===== config.mk =====
export PLATFORM = sky130hd
export DESIGN_NAME = error_tolerant_bit_pattern_detector_core
export DESIGN_NICKNAME = d
export VERILOG_FILES = /design/src/hdl/etbpd_pkg.sv /design/src/hdl/etbpd_cell.sv /design/src/hdl/etbpd_sum.sv /design/src/hdl/error_tolerant_bit_pattern_detector_core.sv
export SDC_FILE = /design/constraint.sdc
export NUM_CORES = 1
export LEC_CHECK = 0
export ABC_AREA = 0
export BUFFER_PORTS_ARGS = -buffer_cell sky130_fd_sc_hd__clkbuf_2
export CAP_MARGIN = 20
export CORE_UTILIZATION = 25
export CTS_CLUSTER_SIZE = 16
export DETAILED_ROUTE_END_ITERATION = 12
export GPL_TIMING_DRIVEN = 0
export SYNTH_ARGS = -nofsm -noshare
export SYNTH_HDL_FRONTEND = slang
export SYNTH_SLANG_ARGS = --single-unit

===== constraint.sdc =====
create_clock -name clock -period 11.33 [get_ports clock]
set_input_delay 3.399 -clock clock [delete_from_list [all_inputs] [get_ports clock]]
set_output_delay 3.399 -clock clock [all_outputs]
set_load 0.005 [all_outputs]

===== src/hdl/etbpd_pkg.sv =====
// etbpd_pkg: shared constants, register indexes and types for the
// error tolerant bit pattern detector
// no dependencies
package etbpd_pkg;

   // history bits held by one cell
   localparam int CELL_BITS = 8;
   // width of one cell's mismatch count
   localparam int CNT_W = $clog2(CELL_BITS + 1);
   // cells summed by one group adder
   localparam int GRP_CELLS = 4;
   // width of one group sum
   localparam int GRP_W = $clog2(GRP_CELLS * CELL_BITS + 1);
   // largest supported history length
   localparam int MAX_BITS = 128;
   // width of the total error count
   localparam int SUM_W = 8;
   // half of the pattern or mask
   localparam int HALF_W = 64;
   // csr port widths
   localparam int CSR_DATA_W = 64;
   localparam int CSR_IDX_W = 3;
   localparam int MAXERR_W = 8;

   // register indexes
   localparam logic [CSR_IDX_W-1:0] REG_PAT_RECENT = 3'd0;
   localparam logic [CSR_IDX_W-1:0] REG_PAT_OLDER  = 3'd1;
   localparam logic [CSR_IDX_W-1:0] REG_MSK_RECENT = 3'd2;
   localparam logic [CSR_IDX_W-1:0] REG_MSK_OLDER  = 3'd3;
   localparam logic [CSR_IDX_W-1:0] REG_MAX_ERR    = 3'd4;

   // stage advance strobes from the pipeline control to the adder tree
   typedef struct packed {
      logic load_grp;
      logic load_out;
   } adv_type;

endpackage


===== src/hdl/etbpd_cell.sv =====
// etbpd_cell: one slice of the history shift chain with its own
// masked mismatch count; uses etbpd_pkg
module etbpd_cell #(
   parameter int FIRST_POS = 0,
   parameter int REG_BITS  = 128
) (
   input  logic                              clock,
   input  logic                              reset,
   input  logic                              shift_en,
   input  logic                              carry_in,
   output logic                              carry_out,
   input  logic [etbpd_pkg::CELL_BITS-1:0]   pattern,
   input  logic [etbpd_pkg::CELL_BITS-1:0]   mask,
   output logic [etbpd_pkg::CNT_W-1:0]       count
);

   localparam int W = etbpd_pkg::CELL_BITS;

   logic [W-1:0]                  history_ff;
   logic [W-1:0]                  history_in;
   logic [W-1:0]                  lane_ok;
   logic [W-1:0]                  diff;
   logic [etbpd_pkg::CNT_W-1:0]   count_ff;
   logic [etbpd_pkg::CNT_W-1:0]   count_in;

   // positions at or beyond the history length never count
   genvar gi;
   generate
      for (gi = 0; gi < W; gi++) begin : g_lane
         assign lane_ok[gi] = (FIRST_POS + gi < REG_BITS);
      end
   endgenerate

   // shift by one, lowest bit from the younger neighbor
   assign history_in = {history_ff[W-2:0], carry_in};
   assign carry_out  = history_ff[W-1];

   // mismatch of the shifted history against the pattern
   assign diff = (history_in ^ pattern) & mask & lane_ok;

   always_comb begin
      count_in = '0;
      for (int i = 0; i < W; i++) begin
         count_in = count_in + etbpd_pkg::CNT_W'(diff[i]);
      end
   end

   always_ff @(posedge clock) begin
      if (reset) begin
         history_ff <= '0;
      end else if (shift_en) begin
         history_ff <= history_in;
      end
   end

   // count register is the first pipeline stage
   always_ff @(posedge clock) begin
      if (shift_en) begin
         count_ff <= count_in;
      end
   end

   assign count = count_ff;

endmodule


===== src/hdl/etbpd_sum.sv =====
// etbpd_sum: registered group adders over the cell counts and the
// final total; uses etbpd_pkg
module etbpd_sum #(
   parameter int NUM_CELLS = 16
) (
   input  logic                              clock,
   input  etbpd_pkg::adv_type                adv,
   input  logic [etbpd_pkg::CNT_W-1:0]       counts [NUM_CELLS],
   output logic [etbpd_pkg::SUM_W-1:0]       total
);

   localparam int NUM_GROUPS = (NUM_CELLS + etbpd_pkg::GRP_CELLS - 1) / etbpd_pkg::GRP_CELLS;

   logic [etbpd_pkg::GRP_W-1:0] group_ff [NUM_GROUPS];
   logic [etbpd_pkg::GRP_W-1:0] group_in [NUM_GROUPS];

   // sum up to four cell counts per group
   always_comb begin
      for (int g = 0; g < NUM_GROUPS; g++) begin
         group_in[g] = '0;
         for (int j = 0; j < etbpd_pkg::GRP_CELLS; j++) begin
            if (g * etbpd_pkg::GRP_CELLS + j < NUM_CELLS) begin
               group_in[g] = group_in[g]
                  + etbpd_pkg::GRP_W'(counts[g * etbpd_pkg::GRP_CELLS + j]);
            end
         end
      end
   end

   always_ff @(posedge clock) begin
      if (adv.load_grp) begin
         for (int g = 0; g < NUM_GROUPS; g++) begin
            group_ff[g] <= group_in[g];
         end
      end
   end

   // final total over the group sums
   always_comb begin
      total = '0;
      for (int g = 0; g < NUM_GROUPS; g++) begin
         total = total + etbpd_pkg::SUM_W'(group_ff[g]);
      end
   end

endmodule


===== src/hdl/error_tolerant_bit_pattern_detector_core.sv =====
// error_tolerant_bit_pattern_detector_core: top level of the sync word
// correlator; uses etbpd_pkg, etbpd_cell and etbpd_sum
//
// channel   direction  contents
// req_*     in         tdata[0] in_bit, one received bit per request
// rsp_*     out        tdata[7:0] error_count, tdata[8] match
// csr_*     in         write enable, register index, 64-bit write data
//
// one request per cycle while req_tready is high; the result passes the
// per-cell count stage, the group adder stage and the final add and
// compare in the output register before rsp_tvalid rises
// reset clears the history, the configuration registers and the stage valid flags
// a stalled output lets the pipeline fill; req_tready drops only when all
// three stages hold a request
module error_tolerant_bit_pattern_detector_core #(
   parameter int REG_BITS = 128
) (
   input  logic          clock,
   input  logic          reset,
   // request channel
   input  logic          req_tvalid,
   output logic          req_tready,
   input  logic [7:0]    req_tdata,    // [0] in_bit, [7:1] zero
   // result channel
   output logic          rsp_tvalid,
   input  logic          rsp_tready,
   output logic [15:0]   rsp_tdata,    // [7:0] error_count, [8] match, [15:9] zero
   // register write port
   input  logic                                csr_we,
   input  logic [etbpd_pkg::CSR_IDX_W-1:0]     csr_index,
   input  logic [etbpd_pkg::CSR_DATA_W-1:0]    csr_wdata
);

   localparam int W         = etbpd_pkg::CELL_BITS;
   localparam int NUM_CELLS = (REG_BITS + W - 1) / W;

   // configuration registers
   logic [etbpd_pkg::HALF_W-1:0]   pat_recent_ff;
   logic [etbpd_pkg::HALF_W-1:0]   pat_older_ff;
   logic [etbpd_pkg::HALF_W-1:0]   msk_recent_ff;
   logic [etbpd_pkg::HALF_W-1:0]   msk_older_ff;
   logic [etbpd_pkg::MAXERR_W-1:0] max_err_ff;

   logic [etbpd_pkg::MAX_BITS-1:0] pattern_all;
   logic [etbpd_pkg::MAX_BITS-1:0] mask_all;

   // pipeline control
   logic                 cell_vld_ff;
   logic                 grp_vld_ff;
   logic                 out_vld_ff;
   logic                 accept;
   logic                 grp_free;
   etbpd_pkg::adv_type   adv;

   // cell chain and results
   logic                              carry [NUM_CELLS+1];
   logic [etbpd_pkg::CNT_W-1:0]       counts [NUM_CELLS];
   logic [etbpd_pkg::SUM_W-1:0]       total;
   logic [etbpd_pkg::SUM_W-1:0]       count_ff;
   logic                              match_ff;

   // register writes
   always_ff @(posedge clock) begin
      if (reset) begin
         pat_recent_ff <= '0;
         pat_older_ff  <= '0;
         msk_recent_ff <= '0;
         msk_older_ff  <= '0;
         max_err_ff    <= '0;
      end else if (csr_we) begin
         unique case (csr_index)
            etbpd_pkg::REG_PAT_RECENT: pat_recent_ff <= csr_wdata;
            etbpd_pkg::REG_PAT_OLDER:  pat_older_ff  <= csr_wdata;
            etbpd_pkg::REG_MSK_RECENT: msk_recent_ff <= csr_wdata;
            etbpd_pkg::REG_MSK_OLDER:  msk_older_ff  <= csr_wdata;
            etbpd_pkg::REG_MAX_ERR:    max_err_ff    <= csr_wdata[etbpd_pkg::MAXERR_W-1:0];
            default: ;
         endcase
      end
   end

   assign pattern_all = {pat_older_ff, pat_recent_ff};
   assign mask_all    = {msk_older_ff, msk_recent_ff};

   // stage advance, each stage moves when the next one is free or moving
   assign adv.load_out = grp_vld_ff && (!out_vld_ff || rsp_tready);
   assign grp_free     = !grp_vld_ff || adv.load_out;
   assign adv.load_grp = cell_vld_ff && grp_free;
   assign req_tready   = !cell_vld_ff || adv.load_grp;
   assign accept       = req_tvalid && req_tready;

   always_ff @(posedge clock) begin
      if (reset) begin
         cell_vld_ff <= 1'b0;
         grp_vld_ff  <= 1'b0;
         out_vld_ff  <= 1'b0;
      end else begin
         if (accept) begin
            cell_vld_ff <= 1'b1;
         end else if (adv.load_grp) begin
            cell_vld_ff <= 1'b0;
         end
         if (adv.load_grp) begin
            grp_vld_ff <= 1'b1;
         end else if (adv.load_out) begin
            grp_vld_ff <= 1'b0;
         end
         if (adv.load_out) begin
            out_vld_ff <= 1'b1;
         end else if (rsp_tready) begin
            out_vld_ff <= 1'b0;
         end
      end
   end

   // chain of history cells, newest bit enters the first cell
   assign carry[0] = req_tdata[0];

   genvar gc;
   generate
      for (gc = 0; gc < NUM_CELLS; gc++) begin : g_cell
         etbpd_cell #(
            .FIRST_POS (gc * W),
            .REG_BITS  (REG_BITS)
         ) u_cell (
            .clock     (clock),
            .reset     (reset),
            .shift_en  (accept),
            .carry_in  (carry[gc]),
            .carry_out (carry[gc+1]),
            .pattern   (pattern_all[gc*W +: W]),
            .mask      (mask_all[gc*W +: W]),
            .count     (counts[gc])
         );
      end
   endgenerate

   // adder tree over the cell counts
   etbpd_sum #(
      .NUM_CELLS (NUM_CELLS)
   ) u_sum (
      .clock  (clock),
      .adv    (adv),
      .counts (counts),
      .total  (total)
   );

   // output register with the threshold compare
   always_ff @(posedge clock) begin
      if (adv.load_out) begin
         count_ff <= total;
         match_ff <= (total <= max_err_ff);
      end
   end

   assign rsp_tvalid = out_vld_ff;
   assign rsp_tdata  = {7'd0, match_ff, count_ff};

`ifndef SYNTH
   // the error count never exceeds the history length
   assert property (@(posedge clock) disable iff (reset)
      out_vld_ff |-> (count_ff <= etbpd_pkg::SUM_W'(REG_BITS)))
      else $error("error count above history length");

   // with the later stages empty a result is offered once its request has passed the count, group and output registers
   assert property (@(posedge clock) disable iff (reset)
      accept && !grp_vld_ff && !out_vld_ff |-> ##3 rsp_tvalid)
      else $error("request lost in pipeline");

   // requests are refused only when every stage is occupied
   assert property (@(posedge clock) disable iff (reset)
      !req_tready |-> (cell_vld_ff && grp_vld_ff && out_vld_ff))
      else $error("request refused with a free stage");
`endif

endmodule


## Yosys cells after proc, flatten, opt, wreduce, memory -nomap -nowiden

Memories as Yosys holds them, arrays and structs flattened.
Index checks and enable logic that the tools add are counted.
Widths: inputs -> output; s select.

| word-level totals | value |
|---|---|
| register bits after elaboration | 467 |
| memory bits (writable) | 24 |
| bits of input ports | 80 |
| logic and storage cells | 233 |
| memories | 1 |

Memory list:

| memory | depth | bits a word | rd ports | clocked after Yosys merged registers in | write ports | RTL line | source |
|---|---|---|---|---|---|---|---|
| u_sum.group_ff | 4 | 6 | 4 | 0 | 4 | etbpd_sum.sv:14 | `logic [etbpd_pkg::GRP_W-1:0] group_ff [NUM_GROUPS];` |

| operators by class | value |
|---|---|
| add/sub/neg operators | 127 |
| magnitude comparators | 1 |
| eq/ne operators | 4 |
| muxes and demuxes | 8 |
| bitwise operators | 32 |
| reductions and logical operators | 18 |

Operator list:

| operator | count |
|---|---|
| $add 4x1->4 | 96 |
| $and 8x8->8 | 16 |
| $xor 8x8->8 | 16 |
| $add 6x4->6 | 8 |
| $add 1x1->2 | 16 |
| $add 4x4->5 | 4 |
| $add 8x6->8 | 2 |
| $reduce_and 2->1 | 5 |
| $le 8x8->1 | 1 |
| $mux 1 | 8 |
| $add 6x6->7 | 1 |
| $eq 3x2->1 const B | 2 |
| $reduce_bool 2->1 | 3 |
| $eq 3x1->1 const B | 1 |
| $eq 3x3->1 const B | 1 |
| $logic_and 1x1->1 | 3 |
| $logic_not 1->1 | 3 |
| $logic_not 3->1 | 1 |
| $logic_or 1x1->1 | 3 |

## Depth between registers and ports, before layout

Gate-level depths: netlist of run 1.

| logic depth | value |
|---|---|
| depth in word-level cells | 9 |
| mapped depth | 16 |
| depth with buffers taken out | 16 |

## By module

From an unflattened synthesis of run 1, not the netlist that was laid out.

| second synthesis, totals | value |
|---|---|
| cells, all modules | 2450 |
| area, all modules | 23620.2 um2 |

Modules (own cells, without submodules):

| module | instances | cells an instance | area each (um2) | seq. area each (um2) |
|---|---|---|---|---|
| etbpd_cell | 16 | 63 | 676.9 | 280.3 |
| error_tolerant_bit_pattern_detector_core | 1 | 1204 | 10148.5 | 5615.4 |
| etbpd_sum | 1 | 238 | 2641.3 | 720.7 |

## Worst setup path after synthesis of run 1

OpenSTA, ideal clock, no wires.

| timing | value |
|---|---|
| path kind | input -> output |
| from | in rsp_tready |
| to | out req_tready |
| data arrival time | 3.605 ns |
| required time | 7.931 ns |
| setup slack | 4.326 ns |
| stages on the path | 1 |
| buffers on the path | 0 |
| path through | nand4b_2 |

| on the way | value |
|---|---|
| longest elaborated chain between the ends | 5 |

RTL lines:

| what | RTL line | source |
|---|---|---|
| start, declared | error_tolerant_bit_pattern_detector_core.sv:26 | `input logic rsp_tready,` |
| $logic_or 1x1->1 | error_tolerant_bit_pattern_detector_core.sv:86 | `assign adv.load_out = grp_vld_ff && (!out_vld_ff \|\| rsp_tready);` |
| $logic_and 1x1->1 | error_tolerant_bit_pattern_detector_core.sv:86 |  |
| $logic_or 1x1->1 | error_tolerant_bit_pattern_detector_core.sv:87 | `assign grp_free = !grp_vld_ff \|\| adv.load_out;` |
| $logic_and 1x1->1 | error_tolerant_bit_pattern_detector_core.sv:88 | `assign adv.load_grp = cell_vld_ff && grp_free;` |
| $logic_or 1x1->1 | error_tolerant_bit_pattern_detector_core.sv:89 | `assign req_tready = !cell_vld_ff \|\| adv.load_grp;` |
| end, declared | error_tolerant_bit_pattern_detector_core.sv:22 | `output logic req_tready,` |

No other way between the ends.

## Worst setup path after layout of run 1

Ends and elaborated chain as after synthesis.

==> results of run 1 <==
-- critical path, delay by kind of cell --
family	cells	cell delay, ns
buffers and inverters	2	0.25
and+or+nand+nor	1	0.24
-- synthesized netlist by cell type (32+ instances only) --
| cell | instances | area, µm² |
|---|---|---|
| sky130_fd_sc_hd__xor2_1 | 135 | 1180 |
| sky130_fd_sc_hd__and2_1 | 65 | 407 |
| sky130_fd_sc_hd__buf_2 | 47 | 235 |
| sky130_fd_sc_hd__xnor2_1 | 32 | 280 |
| sky130_fd_sc_hd__fa_1 | 96 | 1920 |
| sky130_fd_sc_hd__edfxtp_1 | 97 | 2910 |
| sky130_fd_sc_hd__a21oi_1 | 409 | 2050 |
| sky130_fd_sc_hd__dfxtp_1 | 394 | 7890 |
| sky130_fd_sc_hd__ha_1 | 100 | 1250 |
| sky130_fd_sc_hd__clkbuf_1 | 47 | 176 |
| sky130_fd_sc_hd__inv_1 | 209 | 785 |
| sky130_fd_sc_hd__nand2_1 | 822 | 3090 |
-- flip-flops by register name (all words and copies together), names as in the netlist, 8 cells and up --
name                      count
g_cell.u_cell.history_ff    127
max_err_ff                    8
u_sum.group_ff               24
msk_recent_ff                64
msk_older_ff                 64
pat_recent_ff                64
pat_older_ff                 64
count_ff                      8
g_cell.u_cell.count          64
-- cell type report --
| class | instances | area share (%) |
|---|---|---|
| Timing Repair Buffer | 84 | 1.66 |
| Inverter | 209 | 2.88 |
| Tap cell | 1243 | 5.72 |
| Buffer | 136 | 2.92 |
| Multi-Input combinational cell | 1791 | 40.6 |
| Sequential cell | 491 | 39.7 |
| Clock buffer | 81 | 5.74 |
| Clock inverter | 17 | 0.759 |
-- worst paths after layout --
check / from / slack (ns) / endpoint
hold / removal: msk_recent_ff[59]$_SDFFE_PP0P_ / 0.45 / msk_recent_ff[59]$_SDFFE_PP0P_
setup / recovery: rsp_tready / 4.05 / req_tready
hold reg to reg: msk_recent_ff[59]$_SDFFE_PP0P_ / 0.45 / msk_recent_ff[59]$_SDFFE_PP0P_
setup reg to reg: u_sum.group_ff[1][0]$_DFFE_PP_ / 7.31 / match_ff$_DFFE_PP_
-- where the power goes --
group          internal (mW)  switching, mW
registers               1.84         0.0203
clock network           1.02          0.729
logic                  0.175          0.281
-- stage by stage --
stage	total power, mW	hold WS [ns]
floorplan	2.20	0.432
global placement	2.35	0.437
detailed placement	2.36	0.442
CTS	4.11	0.450
global route	4.24	0.466
finish	4.07	0.449
-- layer usage --
| layer | up-vias | part of all wire [%] | GRT usage (%) |
|---|---|---|---|
| met5 | - | 0.17 | 0 |
| met4 | 16 | 2.2 | 3.36 |
| met3 | 98 | 6.2 | 2.71 |
| met2 | 340 | 45 | 21.2 |
| met1 | 8004 | 46 | 17.6 |
| li1 | 8595 | - | - |
-- placed cells by master (no fill, tap or decap), types with 8 or more instances in the layout --
cell type and n:
sky130_fd_sc_hd__ha_1 100, sky130_fd_sc_hd__inv_1 209, sky130_fd_sc_hd__o21ai_0 12, sky130_fd_sc_hd__clkbuf_16 54, sky130_fd_sc_hd__dfxtp_1 394, sky130_fd_sc_hd__mux2i_1 8
sky130_fd_sc_hd__nor2_1 14, sky130_fd_sc_hd__xor2_1 135, sky130_fd_sc_hd__clkinv_2 8, sky130_fd_sc_hd__a21oi_2 10, sky130_fd_sc_hd__nand2_2 11, sky130_fd_sc_hd__buf_6 22
sky130_fd_sc_hd__clkbuf_1 63, sky130_fd_sc_hd__clkbuf_2 82, sky130_fd_sc_hd__fa_1 96, sky130_fd_sc_hd__a21oi_1 409, sky130_fd_sc_hd__a21o_1 19, sky130_fd_sc_hd__buf_2 46
sky130_fd_sc_hd__clkbuf_8 11, sky130_fd_sc_hd__nor2b_1 25, sky130_fd_sc_hd__nand2_1 822, sky130_fd_sc_hd__edfxtp_1 97, sky130_fd_sc_hd__xnor2_1 32, sky130_fd_sc_hd__and2_1 65
sky130_fd_sc_hd__buf_4 13
-- cell families (layout without fill, tap and decap cells) --
group / Yosys count / in the layout
and+or+nand+nor: 954 / 954
DFF: 491 / 491
AOI/OAI and AO/OA: 459 / 459
buffers and inverters: 345 / 527
adders and majority gates: 196 / 196
xor gates and xnor gates: 167 / 167
muxes: 8 / 8
other: 1 / 7
==> results.ini, run 1 <==
[timing]
report.final.hold_viol_count = 0
setup_viol_count_final = 0
finalSetupTns_ns = 0
postLayoutSetupSlackWorst_ns = 4.05
finalCriticalPeriod_ns = 7.28
max_freq_mhz = 137
clock-skew-final_ns = 0.0300
maxSlewHeadroom_pct = 29.3
max_slew.worst_pin.slew_ns = 1.06
rsz0062_at_grt = no
report.final.slew_viol_count = 0
layout_worst_path_cycle_share_pct = 64.3

[yosys]
synth_area_per_cell_um2 = 8.93
synth.yosys.seq_area_share_pct = 46.2
synthAdderAreaFrac_pct = 13.6
synth_top_family_by_area = simple AND/OR/NAND/NOR gates
yosys_warnings = 0
synth-async-reset-ratio_pct = 0
compound_gate_portion_of_the_synthesized_area_pct = 10.3
synth-seq-cells = 491
muxShareOfSynthArea_pct = 0.342
synth_simple_gate_area_share_pct = 16.7
synth_edf_count = 97
synth.cell_area_um2 = 23400
synth.lib_cells_used.distinct = 38
syn-instance-count = 2621
dominantRegCellSynth = sky130_fd_sc_hd__dfxtp_1
synthesized_area_fraction_occupied_by_xor_and_xnor_cells_pct = 6.25

[worst_setup_path]
cp_common_cell = sky130_fd_sc_hd__clkbuf_2
critPathKind = in -> out
cp.arrival_ns = 3.88
worst-path-max-fanout = 3
worst_setup_path_start_kind = primary input
crit_required_ns = 7.93
critPathCaptureType = primary output
cp_cell_sequence = clkbuf_2 -> nand4b_2 -> clkbuf_2
max_stage_delay_ns = 0.24
crit_path_top_delay_cell = sky130_fd_sc_hd__nand4b_2
rr_worst_depth = 16

[clock_network]
clkSlewWorstSetupHoldPaths_ns = 0.05
htree_levels = 2
buffer_count_from_post_cts_setup_fixing = 0
ctsLongestPathBuffers = 3
post_cts.resized_instances = 0
ctsRootBufferMaster = sky130_fd_sc_hd__clkbuf_16
clock_sink_count = 491
clk-insertion-delay-late_ns = 0.61
cts_tree = built
clock_buffers_created_by_tritoncts = 53
postCtsHoldBufs = 0

[power]
p_leak_nw = 11.2
vdd.ir_drop.worst_uv = 117
p_per_cell_area_nw_per_um2 = 150

[final_layout]
syn_to_final_growth_pct = 16.3
sequential_cell_area_um2 = 10800
number_of_nets_in_the_finished_design = 3042
finish.instance_area_um2 = 27200
antenna-diode-count = 0
finalNonFillerCells = 4052
area_used_by_multi_input_combinational_logic_um2 = 11000
finalCoreUtilization_pct = 29.5
post_route_cells_drive_above_1_share_pct = 9.72
total_of_fill_cells_in_the_finished_design = 9805

[detailed_routing]
routedWlPerCell_um = 15.3
vias = 17100
route.detailed.vias_per_inst = 4.21
drt_iter0_markers = 1019
final_antenna_net_count = 0
drc = 0
dr.pass1.iters = 7
wl_mm = 61.9

[place]
detailed_place.area_um2 = 25400
pre_cts_slack_ns = 4.05
portbufs = 82
dp_cells = 3954
dp_hpwl_mm = 46.3
gp_congestion = 0.804

[run_status]
result_of_the_run = completed

[grt]
grt_pass1_wl_mm = 95.4
globalRoute.totalOverflow = 0
number_of_global_route_vias_before_repair = 16600
grt_use_total_pct = 13.1
grt_max_degree = 56
antenna_found_initial = 8

[die]
chipWidth_um = 308
core-area_um2 = 92200
start_util_pct = 25.4
chipHeight_um = 308
floorplan_die_area_um2 = 94800
io_pins = 98
row_count = 111

[min_path]
hold_removal_path_class = reg -> reg
number_of_cells_on_the_worst_hold_path = 2

[run]
timing.max_cap.violations = 0

(Power assumes the default switching activity.)
==> inputs of run 2 (changes only) <==
--- a/config.mk
+++ b/config.mk
@@ -5,7 +5,7 @@
 export SDC_FILE = /design/constraint.sdc
 export NUM_CORES = 1
 export LEC_CHECK = 0
-export ABC_AREA = 0
+export ABC_AREA = 1
 export BUFFER_PORTS_ARGS = -buffer_cell sky130_fd_sc_hd__clkbuf_2
 export CAP_MARGIN = 20
 export CORE_UTILIZATION = 25
==> constraint.sdc (replaced) <==
create_clock -name clock -period 6.8 [get_ports clock]
set_input_delay 2.04 -clock clock [delete_from_list [all_inputs] [get_ports clock]]
set_output_delay 2.04 -clock clock [all_outputs]
set_load 0.005 [all_outputs]
==> results.ini, run 2 <==
[run_status]
result_of_the_run = completed

[yosys]
yosys_warnings = 0
synth_area_per_cell_um2 = 7.85
yosys.area.top_type_share_pct = 31.7
largest_cells_by_area_after_synthesis = sky130_fd_sc_hd__dfxtp_1 32%, sky130_fd_sc_hd__edfxtp_1 12%, sky130_fd_sc_hd__nor2_1 9.1%
synth.lib_cells_used.distinct = 30
synth_edf_count = 97
synth_area_leader_cell = sky130_fd_sc_hd__dfxtp_1
synth-seq-cells = 491
dominantRegCellSynth = sky130_fd_sc_hd__dfxtp_1
synth.top_cells.by_count = 600 x sky130_fd_sc_hd__nor2_1, 459 x sky130_fd_sc_hd__nand2_1, 414 x sky130_fd_sc_hd__inv_1
synth.cell_area_um2 = 24900
synth.yosys.seq_area_share_pct = 43.5
syn-instance-count = 3165
synthMostInstantiatedCell = sky130_fd_sc_hd__nor2_1
synth-async-reset-ratio_pct = 0

[min_path]
whs_endpoint = msk_recent_ff[22]$_SDFFE_PP0P_
hp-start = msk_recent_ff[22]$_SDFFE_PP0P_
number_of_cells_on_the_worst_hold_path = 2
hold_removal_path_class = reg -> reg

[worst_setup_path]
reg2reg_from = u_sum.group_ff[1][0]$_DFFE_PP_
reg2reg_setup_slack_ns = 3.04
cp.arrival_ns = 3.27
cp_cell_sequence = clkbuf_2 -> nor2_4 -> nand3_2 -> buf_2 -> buf_2 -> clkbuf_2
crit_path_top_delay_cell = sky130_fd_sc_hd__buf_2
critPathCaptureType = primary output
crit-reg2reg-capture = match_ff$_DFFE_PP_
worst-path-max-fanout = 10
critPathKind = in -> out
worst_setup_path_start_kind = primary input
max_stage_delay_ns = 0.40
rr_worst_depth = 16
crit_required_ns = 4.76

[grt]
antenna_found_initial = 13
grt_max_degree = 40
grt_pass1_wl_mm = 115
grt_use_total_pct = 15.1
number_of_global_route_vias_before_repair = 19100
globalRoute.totalOverflow = 0

[timing]
maxSlewHeadroom_pct = 30.6
finalCriticalPeriod_ns = 5.31
setup_viol_count_final = 0
report.final.slew_viol_count = 0
report.final.hold_viol_count = 0
rsz0062_at_grt = no
layout_worst_path_cycle_share_pct = 78.1
worst_hold_slack_ns = 0.454
max_freq_mhz = 188
finalSetupTns_ns = 0
max_slew.worst_pin.slew_ns = 1.04
clock-skew-final_ns = 0.0418

[final_layout]
largest_register_ff_count = 127
syn_to_final_growth_pct = 15.2
layout_common_cells = 600 x sky130_fd_sc_hd__nor2_1, 459 x sky130_fd_sc_hd__nand2_1, 413 x sky130_fd_sc_hd__inv_1
registers.top_by_ff_count = g_cell.u_cell.history_ff
post_route_cells_drive_above_1_share_pct = 8.24
finalNonFillerCells = 4636
number_of_nets_in_the_finished_design = 3583
most_common_cell_after_layout_fill_and_taps_aside = sky130_fd_sc_hd__nor2_1

[detailed_routing]
route.detailed.vias_per_inst = 4.47
drt_iter0_markers = 1583
wl_mm = 76.3
final_antenna_net_count = 0
dr.pass1.iters = 6
drc = 0
routedWlPerCell_um = 16.5
vias = 20700

[clock_network]
clock_sink_count = 491
ctsLongestPathBuffers = 3
buffer_count_from_post_cts_setup_fixing = 0
clk-insertion-delay-late_ns = 0.64
clock_buffers_created_by_tritoncts = 54
htree_levels = 2
ctsRootBufferMaster = sky130_fd_sc_hd__clkbuf_16
cts_tree = built
clkSlewWorstSetupHoldPaths_ns = 0.06
postCtsHoldBufs = 0
post_cts.resized_instances = 0

[run]
timing.max_cap.violations = 0

[die]
floorplan_die_area_um2 = 101000
io_pins = 98
row_count = 115
chipWidth_um = 317
start_util_pct = 25.3
chipHeight_um = 317
core-area_um2 = 98400

[place]
portbufs = 79
dp_cells = 4538
dp_hpwl_mm = 57.3
gp_congestion = 0.862

[power]
total_power_mw = 7.26
p_per_cell_area_nw_per_um2 = 254
vdd.ir_drop.worst_uv = 211
p_leak_nw = 12.1

## run 2: cell types whose count changed after synthesis, moves of 18 or more
cell,delta
sky130_fd_sc_hd__nand3_1,+188
sky130_fd_sc_hd__a21oi_1,-95
sky130_fd_sc_hd__inv_1,+205
sky130_fd_sc_hd__nand2_1,-363
sky130_fd_sc_hd__nand4_1,+32
sky130_fd_sc_hd__o21ai_1,+48
sky130_fd_sc_hd__a21o_1,-18
sky130_fd_sc_hd__xor2_1,-125
sky130_fd_sc_hd__nor2b_1,-25
sky130_fd_sc_hd__nor2_1,+586
sky130_fd_sc_hd__and2_1,-65
sky130_fd_sc_hd__o21ai_0,+177
## run 2: cell families (layout without fill, tap and decap cells)
family / count (synthesis) / after routing / share of synthesized area (%)
other cells: 1 / 8 / 0.0151
xor+xnor: 38 / 38 / 1.34
flops: 491 / 491 / 43.5
compound gates: 556 / 556 / 11.2
buf+inv: 591 / 768 / 10.2
simple gates: 1292 / 1292 / 21.0
fa+ha+maj: 196 / 196 / 12.8
## run 2: through the flow
stage	util [%]	setup slack [ns]	cell area, µm²
after floorplan	-	2.19	24900
after global placement	27.3	1.21	26900
after detailed placement	27.3	1.53	26900
after CTS	29.1	1.52	28600
after global routing	29.1	1.46	28600
final	29.1	1.49	28600
## run 2: how the worst max path moves through the flow
| stage | slack (ns) | end | start | cells past startpoint |
|---|---|---|---|---|
| finish | 1.49 | req_tready | rsp_tready | 6 |
| global route | 1.46 | req_tready | rsp_tready | 6 |
| CTS | 1.52 | req_tready | rsp_tready | 6 |
| detailed placement | 1.53 | req_tready | rsp_tready | 6 |
| global placement | 1.21 | g_cell[4].u_cell.count[0]$_DFFE_PP_ | rsp_tready | 7 |
| floorplan | 2.19 | g_cell[0].u_cell.count[1]$_DFFE_PP_ | req_tdata[0] | 12 |
## run 2: cell type report
type / instances / area [µm²]
timing repair buffer: 80 / 415
antenna: 1 / 2.50
multi-input combinational: 2089 / 11600
clock inverter: 6 / 81.3
inverter: 419 / 1580
tap: 1287 / 1610
sequential: 491 / 10800
buffer: 172 / 951
fill: 10700 / 69800
clock buffer: 91 / 1630
## run 2: power by group
group / internal, mW / switching [mW] / total, mW
clock network: 1.63 / 1.24 / 2.87
registers: 3.15 / 0.103 / 3.26
logic: 0.428 / 0.705 / 1.13
total: 5.21 / 2.05 / 7.26
## run 2: worst max-delay path, delay by kind of cell
kind / cells / cell delay (ns)
buffers and inverters: 4 / 1.02
and+or+nand+nor: 2 / 0.19
## run 2: layer usage
metal,routed length (µm),up-vias,track usage [%],part of all wire (%)
met5,122,-,0,0.16
met4,2510,20,5.32,3.3
met1,34100,9708,20.1,45
met3,4770,132,2.58,6.2
met2,34900,549,24.6,46
li1,-,10300,-,-
